==> config.mk <==
export PLATFORM = sky130hd
export DESIGN_NAME = salc_ctrl
export DESIGN_NICKNAME = d
export VERILOG_FILES = /design/src/salc_pkg.sv /design/src/salc_ctrl.sv
export SDC_FILE = /design/constraint.sdc
export NUM_CORES = 1
export LEC_CHECK = 0
export ABC_AREA = 1
export BUFFER_PORTS_ARGS = -buffer_cell sky130_fd_sc_hd__buf_2
export CAP_MARGIN = 30
export CORE_AREA = 10 10 47 49
export DETAILED_ROUTE_END_ITERATION = 8
export DIE_AREA = 0 0 57 59
export PLACE_DENSITY_LB_ADDON = 0.08
export SLEW_MARGIN = 25
export SYNTH_ARGS = -nofsm -noshare
export SYNTH_HDL_FRONTEND = slang
export SYNTH_SLANG_ARGS = --single-unit
==> constraint.sdc <==
create_clock -name i_clk -period 1.2 [get_ports i_clk]
set_input_delay 0.24 -clock i_clk [delete_from_list [all_inputs] [get_ports i_clk]]
set_output_delay 0.24 -clock i_clk [all_outputs]
set_load 0.005 [all_outputs]
==> src/salc_pkg.sv <==
// Shared types and constants for the set-associative LRU cache core.
package salc_pkg;

    localparam logic [1:0] OP_LOAD   = 2'd0;
    localparam logic [1:0] OP_STORE  = 2'd1;
    localparam logic [1:0] OP_MODIFY = 2'd2;
    localparam logic [1:0] OP_IFETCH = 2'd3;

    localparam logic [1:0] CFG_INDEX_BITS  = 2'd0;
    localparam logic [1:0] CFG_OFFSET_BITS = 2'd1;
    localparam logic [1:0] CFG_WAYS        = 2'd2;

    typedef enum logic [2:0] {
        ST_CLEAR,
        ST_IDLE,
        ST_READ,
        ST_UPDATE
    } t_state;

    typedef struct packed {
        logic capture;
        logic read;
        logic update;
        logic load_out;
        logic clear;
    } t_cmd;

    typedef struct packed {
        logic is_modify;
        logic is_ifetch;
        logic clr_last;
    } t_status;

endpackage

==> src/salc_ctrl.sv <==
// Controller: sequences set read, update and result delivery per request.
module salc_ctrl
    import salc_pkg::*;
(
    input  logic    i_clk,
    input  logic    i_rst_n,
    input  logic    i_valid,
    output logic    o_stall,
    output logic    o_valid,
    input  logic    i_stall,
    output logic    o_last,
    input  t_status i_status,
    output t_cmd    o_cmd
);

    t_state r_state, n_state;
    logic   r_second, n_second;
    logic   r_oval, n_oval;
    logic   r_olast, n_olast;
    logic   out_free;

    // output register can take a new result when empty or being drained
    assign out_free = !r_oval || !i_stall;

    always_ff @(posedge i_clk) begin
        if (!i_rst_n) begin
            r_state  <= ST_CLEAR;
            r_second <= 1'b0;
            r_oval   <= 1'b0;
            r_olast  <= 1'b0;
        end else begin
            r_state  <= n_state;
            r_second <= n_second;
            r_oval   <= n_oval;
            r_olast  <= n_olast;
        end
    end

    always_comb begin
        n_state  = r_state;
        n_second = r_second;
        n_oval   = r_oval && i_stall;
        n_olast  = r_olast;
        case (r_state)
            ST_CLEAR: begin
                if (i_status.clr_last) n_state = ST_IDLE;
            end
            ST_IDLE: begin
                if (i_valid) begin
                    n_second = 1'b0;
                    n_state  = ST_READ;
                end
            end
            ST_READ: begin
                if (i_status.is_ifetch) n_state = ST_IDLE;
                else n_state = ST_UPDATE;
            end
            ST_UPDATE: begin
                if (out_free) begin
                    n_oval  = 1'b1;
                    n_olast = !i_status.is_modify || r_second;
                    if (i_status.is_modify && !r_second) begin
                        n_second = 1'b1;
                        n_state  = ST_READ;
                    end else begin
                        n_state = ST_IDLE;
                    end
                end
            end
            default: n_state = ST_IDLE;
        endcase
    end

    always_comb begin
        o_cmd    = '0;
        o_stall  = 1'b1;
        case (r_state)
            ST_CLEAR:  o_cmd.clear = 1'b1;
            ST_IDLE: begin
                o_stall       = 1'b0;
                o_cmd.capture = i_valid;
            end
            ST_READ:   o_cmd.read = !i_status.is_ifetch;
            ST_UPDATE: begin
                o_cmd.update   = out_free;
                o_cmd.load_out = out_free;
            end
            default: ;
        endcase
    end

    assign o_valid = r_oval;
    assign o_last  = r_olast;

endmodule

==> results by group, run 1 <==
Timing
  • Final worst hold slack: 0.283 ns
  • Minimum period implied by the final worst setup slack: 1.16 ns
  • Final worst setup slack: 0.0412 ns
  • Final setup violating endpoints: 0
  • Worst relative slew slack: about 90%
  • Final Cycle Share: 96.6%
  • RSZ-0062 raised after global routing: true
  • Final Max Slew Viols: 0
  • Least-Margin Pin Slew: 0.134 ns
  • Final Hold Viols: 0
  • Final clock skew: 0.00272 ns
  • Max Clk Rate: 863 MHz

Drt
  • DRC: 0
  • Avg Vias per Cell: 4.01
  • DRT iter0 DRCs: 1
  • Vias post-DR: 297
  • TritonRoute pass-1 iters: 2
  • Drt wl/cell: 10.2 microns
  • Antenna Violating Nets Remaining: 0
  • Total Wirelength: 758 microns

Floorplanning
  • FP Rows: 14
  • Die ar.: 3360 sq um
  • Die W: 57 microns
  • Core footprint: 1400 sq um
  • I/O Pins: 15
  • Initial cell density of the core: 19.0%
  • Die height: 59 microns

CTS
  • Num CTS Buffers: 3
  • Skew-Pair Late Insertion Delay: 0.24 ns
  • Sink Count: 5
  • Clock buffer depth: 2
  • CTS Root Buffer Type: clkbuf_4
  • CTS HTree Levels: 1
  • CTS tree: done
  • Hold Buf Count CTS: 0
  • Clock transition at the registers of the reported paths: 0.04 ns

Worst setup path
  • Reg-to-Reg Start: r_state[0]
  • R2R cell count: 6
  • CP max stage delay: 0.38 ns
  • Worst setup path category: reg -> out
  • R2R setup slack: 0.13 ns
  • Critical path data arrival time: between 0.9 and 1 ns
  • Worst-path cell chain: nand2_4 -> nor2_4 -> buf_2
  • CP bufs+invs: 1
  • Worst path slowest cell: dfxtp_4
  • Critical path's top delay family: flip-flops
  • R2R Path End: r_state[0]
  • CP Max Fanout: 5
  • Worst Setup Start Kind: flop
  • Required @ worst endpoint: between 0.9 and 1 ns
  • Crit path capture type: output port

Global routing
  • Initial antenna violation count: 0
  • Pin count of the biggest net entering global routing: 7
  • GRT Total Usage: 4.97%
  • Number of global-route vias before repair: between 200 and 300
  • Global-route wire length before repair: approximately 1.3 mm
  • Gr ovfl total: 0

Logic synthesis
  • Syn Std Cell Area: ~270 sq um
  • Flop and latch count out of synthesis: 5
  • Average size of a mapped cell: 6.83 sq um
  • Register area share after synthesis: between 30 and 40%
  • Netlist cell types: 14
  • Syn nets: 46
  • Post-Syn Instances: 39
  • Yosys warnings: 0

Run
  • Max-cap violations: 0

Hold path
  • Worst hold endpoint: r_state[1]
  • Hold Path Cell Cnt: 3
  • Beginning of the worst hold path: i_rst_n
  • Worst hold path type: in -> reg

Power and ir drop
  • Pwr dens: ~1300 nW/um^2
  • Leak: around 0.23 nW
  • Worst VDD drop: between 0.5 and 0.6 mV

Layout
  • Syn-to-layout area delta: 57.7%
  • Fraction of layout cells with a size suffix above 1: 55.2%
  • Number of nets in the layout: 66
  • Final design utilization: 30.0%
  • Antenna Diode Count: 0
  • Final instance area: 420 sq um
  • Filler cells: 176

Place
  • Setup Slack @ Placement: approximately 0.13 ns
  • Placed cell area: 349 sq um
  • DPL Wire Length: 616 microns
  • RePlAce Congestion: 0.721
  • IO Port Bufs: 14

Status
  • Status: completed
-- report_power, final --
part | total (mW) | internal (mW) | switching [mW] | leakage [nW]
logic | 0.136 | 0.0625 | 0.0737 | 0.175
clock network | 0.192 | 0.126 | 0.0669 | 0.0150
registers | 0.208 | 0.188 | 0.0206 | 0.0422
-- placed cells by master (no fill, tap or decap), types with 3 or more instances in the layout --
cell	n
nand3_1	3
inv_1	8
nor2_2	4
clkbuf_4	3
nor2_1	3
dfxtp_1	3
buf_2	14
-- per-stage QoR --
stage	cells	total power [mW]	setup TNS, ns
2_1_floorplan	39	0.279	0
3_3_place_gp	68	0.331	0
3_5_place_dp	68	0.329	0
4_1_cts	72	0.531	0
5_1_grt	74	0.585	-0.0731
6_report	74	0.537	0
-- what timing repair did --
action                     4_1_cts  5_1_grt
pin swaps                        1        2
setup endpoints to repair        4        4
resized for setup                5        5
setup buffers                    0        2
-- layer usage --
layer	wire, microns	up-vias	global-route usage (%)
met3	39	2	2.79
met2	332	9	6.05
met4	8	0	4.03
li1	-	158	-
met5	0	-	0
met1	378	128	6.05
-- synth_stat cells (all sizes together) --
library cell / n / area [sq um]
dfxtp: 5 / 100
and3: 1 / 6.26
nand2: 6 / 30.0
inv: 9 / 33.8
a21oi: 3 / 18.8
nand3b: 1 / 7.51
buf: 1 / 7.51
nand3: 3 / 15.0
o21ai: 2 / 10.0
nor2: 8 / 37.5
-- area by class of cell --
cell class | count | area, sq um | area share (%)
multi-input cells | 24 | 148 | 35.1
clock buffers | 4 | 26.3 | 6.25
well taps | 16 | 20.0 | 4.76
repair buffers | 16 | 85.1 | 20.2
inverters | 9 | 33.8 | 8.04
flip-flops and latches | 5 | 108 | 25.6
-- registers in the layout, indices dropped and copies added (netlist names) --
register / flops
o_last: 1
r_second: 1
r_state: 2
o_valid: 1
-- worst reg2reg max path, cell delays in order (launching register included) --
cell and delay [ns]:
dfxtp_4 0.36, nand2_4 0.09, buf_4 0.12, nor2_2 0.04
nor2_2 0.13, nand2_2 0.08, and3_1 0.14
-- worst max path at each step --
| stage | startpoint | end | slack [ns] | depth (start not counted) |
|---|---|---|---|---|
| 2_1_floorplan | r_state[0] | o_cmd[2] | 0.16 | 3 |
| 3_3_place_gp | r_state[0] | o_cmd[2] | 0.14 | 3 |
| 3_5_place_dp | r_state[0] | o_cmd[2] | 0.13 | 3 |
| 4_1_cts | r_state[1] | o_cmd[2] | 0.003 | 3 |
| 5_1_grt | r_state[0] | o_cmd[3] | -0.03 | 4 |
| 6_report | r_state[0] | o_cmd[2] | 0.04 | 3 |
-- cells by family after synthesis --
| group | share of synthesized area (%) |
|---|---|
| flops | 37.6 |
| compound gates | 10.8 |
| buf+inv | 15.5 |
| simple gates | 36.2 |
Power figures use the tool's default switching activity.
==> inputs of run 2 (changes only) <==
==> constraint.sdc (replaced) <==
create_clock -name i_clk -period 1 [get_ports i_clk]
set_input_delay 0.2 -clock i_clk [delete_from_list [all_inputs] [get_ports i_clk]]
set_output_delay 0.2 -clock i_clk [all_outputs]
set_load 0.005 [all_outputs]
==> results by group, run 2 (synthesis results as in run 1) <==
Place
  • IO Port Bufs: 14 (unchanged)
  • DPL Wire Length: 616 microns (about the same)
  • RePlAce Congestion: 0.691 (was 0.721)
  • Setup Slack @ Placement: -0.0540 ns (was 0.131 ns)

Worst setup path
  • Critical path data arrival time: 0.94 ns (was 0.92 ns)
  • Worst setup path category: reg -> out (unchanged)
  • Worst Setup Start Kind: flop (unchanged)
  • CP Max Fanout: 3 (was 5)
  • Crit path capture type: output port (unchanged)
  • Required @ worst endpoint: 0.80 ns (was 0.96 ns)

CTS
  • CTS HTree Levels: 1 (unchanged)
  • Num CTS Buffers: 3 (unchanged)
  • Clock buffer depth: 2 (unchanged)
  • Skew-Pair Late Insertion Delay: 0.24 ns (about the same)
  • CTS Root Buffer Type: clkbuf_4 (unchanged)
  • Clock transition at the registers of the reported paths: 0.04 ns (about the same)
  • Sink Count: 5 (unchanged)
  • CTS tree: done (unchanged)

Drt
  • TritonRoute pass-1 iters: 1 (was 2)
  • Met3 routed WL: 66 microns (was 39 microns)
  • Drt wl/cell: 10.9 microns (was 10.2 microns)
  • Total Wirelength: 881 microns (was 758 microns)
  • DRC: 0 (unchanged)
  • Highest metal used: met3 (was met4)
  • DRT iter0 DRCs: 0 (was 1)
  • Avg Vias per Cell: 4.06 (was 4.01)
  • Metal-1 WL: 371 microns (was 378 microns)
  • Routed wl met2: 443 microns (was 332 microns)
  • Antenna Violating Nets Remaining: 0 (unchanged)
  • Vias post-DR: 329 (was 297)

Power and ir drop
  • Leak: 0.280 nW (was 0.232 nW)
  • Switch Pwr: 0.231 mW (was 0.161 mW)
  • Reg power frac: 33.9% (was 38.8%)
  • Pint: 0.506 mW (was 0.376 mW)
  • Combinational Power Share: 34.0% (was 25.4%)
  • Worst VDD drop: 0.641 mV (was 0.578 mV)
  • Pwr dens: 1400 nW/um^2 (was 1280 nW/um^2)
  • Clock share of power: 32.1% (was 35.8%)
  • Switching portion of total power: 31.3% (was 30.0%)

Timing
  • Final Max Slew Viols: 0 (unchanged)
  • Least-Margin Pin Slew: 0.202 ns (was 0.134 ns)
  • Worst relative slew slack: 86.4% (was 91.0%)
  • Final worst setup slack: -0.140 ns (was 0.0412 ns)
  • RSZ-0062 raised after global routing: true (unchanged)
  • Final setup violating endpoints: 10 (was 0)
  • Final Cycle Share: 114%
  • Max Clk Rate: 877 MHz
  • Minimum period implied by the final worst setup slack: 1.14 ns
  • Final clock skew: 0.00869 ns (was 0.00272 ns)
  • Final Hold Viols: 0 (unchanged)
  • Final worst hold slack: 0.241 ns (was 0.283 ns)

Floorplanning
  • Initial cell density of the core: 19.0% (unchanged)
  • Die ar.: 3360 sq um (unchanged)
  • I/O Pins: 15 (unchanged)
  • Die height: 59 microns (unchanged)
  • Die W: 57 microns (unchanged)
  • Core footprint: 1400 sq um (unchanged)
  • FP Rows: 14 (unchanged)

Layout
  • Reg with most FFs: r_state (unchanged)
  • Fraction of layout cells with a size suffix above 1: 67.7% (was 55.2%)
  • Number of nets in the layout: 73 (was 66)
  • Most frequent cells in the layout: buf_2, inv_1, buf_6, buf_4, nor2_4 (was buf_2, inv_1, nor2_2)
  • Sequential Area: 108 sq um (unchanged)
  • Filler cells: 148 (was 176)
  • Max FFs per register: 2 (unchanged)
  • Area occupied by multi-input gates: 181 sq um (was 148 sq um)
  • Antenna Diode Count: 0 (unchanged)
  • Most common cell after layout, fill and taps aside: buf_2 (unchanged)
  • Syn-to-layout area delta: 98.1% (was 57.7%)

Status
  • Status: finished, violations left (was completed)
  • Failing checks: setup timing

Global routing
  • Initial antenna violation count: 0 (unchanged)
  • Pin count of the biggest net entering global routing: 6 (was 7)
  • Number of global-route vias before repair: 373 (was 295)
  • GRT Total Usage: 5.78% (was 4.97%)
  • Global-route wire length before repair: 1.50 mm (was 1.28 mm)
  • Gr ovfl total: 0 (unchanged)

Run
  • Max-cap violations: 0 (unchanged)

Hold path
  • Worst hold path type: in -> reg (unchanged)
## run 2: cell count changes in the layout (fill, tap and decap cells not counted), sizes merged
cell,before,now
buf,16,23
## run 2: final cells by class
cell class	count	share of cell area, %
Multi-Input combinational cell	24	34.4
Timing Repair Buffer	23	30.1
Sequential cell	5	20.4
Inverter	9	6.40
Clock buffer	4	4.98
Tap cell	16	3.79
## run 2: critical path, cell delays in order (launching register included)
cell	delay, ns
dfxtp_4	0.35
buf_6	0.11
nand3b_1	0.08
inv_1	0.04
buf_2	0.12
## run 2: what timing repair did
| item | in CTS | in global routing |
|---|---|---|
| setup endpoints to repair | 9 | 10 |
| resized for setup | 19 | 4 |
| pin swaps | 6 | 5 |
| hold endpoints to repair | 0 | 0 |
| hold buffers | 0 | 0 |
| buffers inserted | 7 | 0 |
## run 2: path summary, 6_finish.rpt
check	startpoint	to	slack, ns	cells after the start
setup / recovery	r_state[1]	o_cmd[3]	-0.14	4
hold / removal	i_rst_n	r_state[1]	0.24	3
setup reg to reg	r_state[1]	r_state[0]	-0.07	7
hold reg to reg	r_second	r_second	0.48	2
## run 2: stage by stage
step	util [%]	instances	setup TNS (ns)	power [mW]	cell area [sq um]
finish	37.7	81	-0.879	0.737	528
global route	37.7	81	-1.51	0.800	528
CTS	36.9	81	-0.911	0.740	517
detailed placement	26.5	71	-0.123	0.411	372
global placement	26.5	71	-0.0966	0.416	372
floorplan	-	39	0	0.335	267
## run 2: per-layer routing
layer / GRT usage [%] / vias up
met2: 9.30 / 9
li1: - / 172
met5: 0 / -
met4: 5.03 / 0
met1: 5.67 / 148
met3: 2.36 / 0
## run 2: power groups by stage
stage / clock (mW) / combinational, mW / sequential, mW
2_1_floorplan: 0 / 0.0939 / 0.241
3_3_place_gp: 0 / 0.172 / 0.243
3_5_place_dp: 0 / 0.168 / 0.243
4_1_cts: 0.250 / 0.241 / 0.250
5_1_grt: 0.272 / 0.275 / 0.254
6_report: 0.237 / 0.251 / 0.250
==> inputs of run 3 (changes only) <==
==> constraint.sdc (replaced) <==
create_clock -name i_clk -period 1 [get_ports i_clk]
set_input_delay 0.2 -clock i_clk [delete_from_list [all_inputs] [get_ports i_clk]]
set_output_delay 0.2 -clock i_clk [all_outputs]
set_load 0.02 [all_outputs]
==> results by group, run 3 (synthesis results as in run 1) <==
Status
  • Status: finished, violations left (unchanged)
  • Failing checks: setup timing (unchanged)

Floorplanning
  • Die ar.: 3360 sq um (unchanged)
  • I/O Pins: 15 (unchanged)
  • Die W: 57 microns (unchanged)
  • FP Rows: 14 (unchanged)
  • Initial cell density of the core: 19.0% (unchanged)
  • Core footprint: 1400 sq um (unchanged)
  • Die height: 59 microns (unchanged)

Layout
  • Max FFs per register: 2 (unchanged)
  • Reg with most FFs: r_state (unchanged)
  • Most frequent cells in the layout: buf_2, buf_6, buf_4 (was buf_2, inv_1, buf_6, buf_4, nor2_4)
  • Filler cells: 167 (was 148)
  • Fraction of layout cells with a size suffix above 1: 70.3% (was 67.7%)
  • Most common cell after layout, fill and taps aside: buf_2 (unchanged)
  • Number of nets in the layout: 72 (was 73)
  • Syn-to-layout area delta: 104% (was 98.1%)
  • Antenna Diode Count: 0 (unchanged)

Worst setup path
  • Critical path data arrival time: 0.96 ns (was 0.94 ns)
  • Crit path capture type: output port (unchanged)
  • Critical path's top delay family: flip-flops (unchanged)
  • Worst-path cell chain: buf_4 -> nor2_4 -> buf_6 (was buf_6 -> nand3b_1 -> inv_1 -> buf_2)
  • Required @ worst endpoint: 0.80 ns (about the same)
  • Worst Setup Start Kind: flop (unchanged)
  • CP Max Fanout: 4 (was 3)
  • CP max stage delay: 0.36 ns (was 0.35 ns)
  • Worst path slowest cell: dfxtp_4 (unchanged)
  • Worst setup path category: reg -> out (unchanged)
  • CP bufs+invs: 2 (was 3)

Timing
  • Final worst setup slack: -0.161 ns (was -0.140 ns)
  • RSZ-0062 raised after global routing: true (unchanged)
  • Setup_tns: -0.881 ns (was -0.879 ns)
  • Worst relative slew slack: 86.3% (was 86.4%)
  • Final Cycle Share: 116% (was 114%)
  • Least-Margin Pin Slew: 0.203 ns (was 0.202 ns)
  • Max Clk Rate: 862 MHz (was 877 MHz)
  • Final Max Slew Viols: 0 (unchanged)
  • Final clock skew: 0.00317 ns (was 0.00869 ns)
  • Final setup violating endpoints: 8 (was 10)
  • Final Hold Viols: 0 (unchanged)
  • Minimum period implied by the final worst setup slack: 1.16 ns (was 1.14 ns)

CTS
  • CTS tree: done (unchanged)
  • Sink Count: 5 (unchanged)
  • Skew-Pair Late Insertion Delay: 0.24 ns (about the same)
  • Hold Buf Count CTS: 0 (unchanged)
  • CTS Root Buffer Type: clkbuf_4 (unchanged)
  • CTS HTree Levels: 1 (unchanged)
  • Num CTS Buffers: 3 (unchanged)
  • Clock transition at the registers of the reported paths: 0.04 ns (about the same)
  • Clock buffer depth: 2 (unchanged)

Drt
  • TritonRoute pass-1 iters: 3 (was 1)
  • Avg Vias per Cell: 4.15 (was 4.06)
  • DRC: 0 (unchanged)
  • Total Wirelength: 845 microns (was 881 microns)
  • Drt wl/cell: 10.6 microns (was 10.9 microns)
  • DRT iter0 DRCs: 6 (was 0)
  • Vias post-DR: 332 (was 329)
  • Antenna Violating Nets Remaining: 0 (unchanged)

Global routing
  • Number of global-route vias before repair: 342 (was 373)
  • Initial antenna violation count: 0 (unchanged)
  • Pin count of the biggest net entering global routing: 7 (was 6)
  • GRT Total Usage: 5.50% (was 5.78%)
  • Global-route wire length before repair: 1.49 mm (was 1.50 mm)
  • Gr ovfl total: 0 (unchanged)

Place
  • DPL Wire Length: 659 microns (was 616 microns)
  • Setup Slack @ Placement: -0.0692 ns (was -0.0540 ns)
  • IO Port Bufs: 14 (unchanged)
  • RePlAce Congestion: 0.680 (was 0.691)

Power and ir drop
  • Leak: 0.282 nW (was 0.280 nW)
  • Worst VDD drop: 0.750 mV (was 0.641 mV)
  • Pwr dens: 1420 nW/um^2 (was 1400 nW/um^2)
  • Total Power: 0.774 mW (was 0.737 mW)

Run
  • Max-cap violations: 0 (unchanged)

Hold path
  • Worst hold path type: in -> reg (unchanged)
==> run 3: changes by cell type in the layout (fill, tap and decap cells not counted), sizes merged <==
| cell | change |
|---|---|
| buf | -1 |
==> run 3: final timing paths <==
path,start,slack (ns),cells after the start,to
max,r_state[1],-0.16,3,o_cmd[0]
min,i_rst_n,0.24,3,r_state[1]
max reg2reg,r_state[0],-0.03,6,r_state[0]
min reg2reg,r_second,0.48,2,r_second
==> run 3: area by class of cell <==
cell class	instances	area, sq um	share of cell area, %
multi-input combinational	24	184	33.8
timing repair buffer	22	171	31.5
sequential	5	109	20.0
inverter	9	33.8	6.21
clock buffer	4	26.3	4.83
tap	16	20.0	3.68
==> run 3: report_power, final <==
part           switching [mW]  internal (mW)  leakage, nW
registers              0.0263          0.225       0.0427
logic                   0.152          0.140        0.224
clock network          0.0803          0.151       0.0150
total                   0.259          0.516        0.282
==> run 3: stage by stage <==
step / area [sq um] / util [%] / hold WS [ns] / std cells
after global routing: 544 / 38.8 / 0.253 / 80
after floorplan: 285 / - / 0.338 / 39
after detailed placement: 387 / 27.6 / 0.478 / 71
after global placement: 387 / 27.6 / 0.475 / 71
after CTS: 492 / 35.1 / 0.232 / 79
final: 544 / 38.8 / 0.240 / 80
==> run 3: repair_timing <==
item | in CTS | in global routing
cloned | 0 | 0
pin swaps | 5 | 6
buffers inserted | 4 | 2
endpoints found under the hold margin | 0 | 0
resized for setup | 16 | 13
endpoints found under the setup margin | 10 | 10
==> run 3: layer usage <==
metal  GRT usage (%)  vias up  share of wire [%]
met4            1.01        0                  0
met5               0        -                  0
met2            8.84       12                 47
met3            3.86        0                8.5
met1            5.85      153                 44
li1                -      167                  -
==> run 3: tightest hold or removal path: cells and delay by family <==
kind            cells  cell delay, ns
buf+inv             2            0.20
compound gates      1            0.03
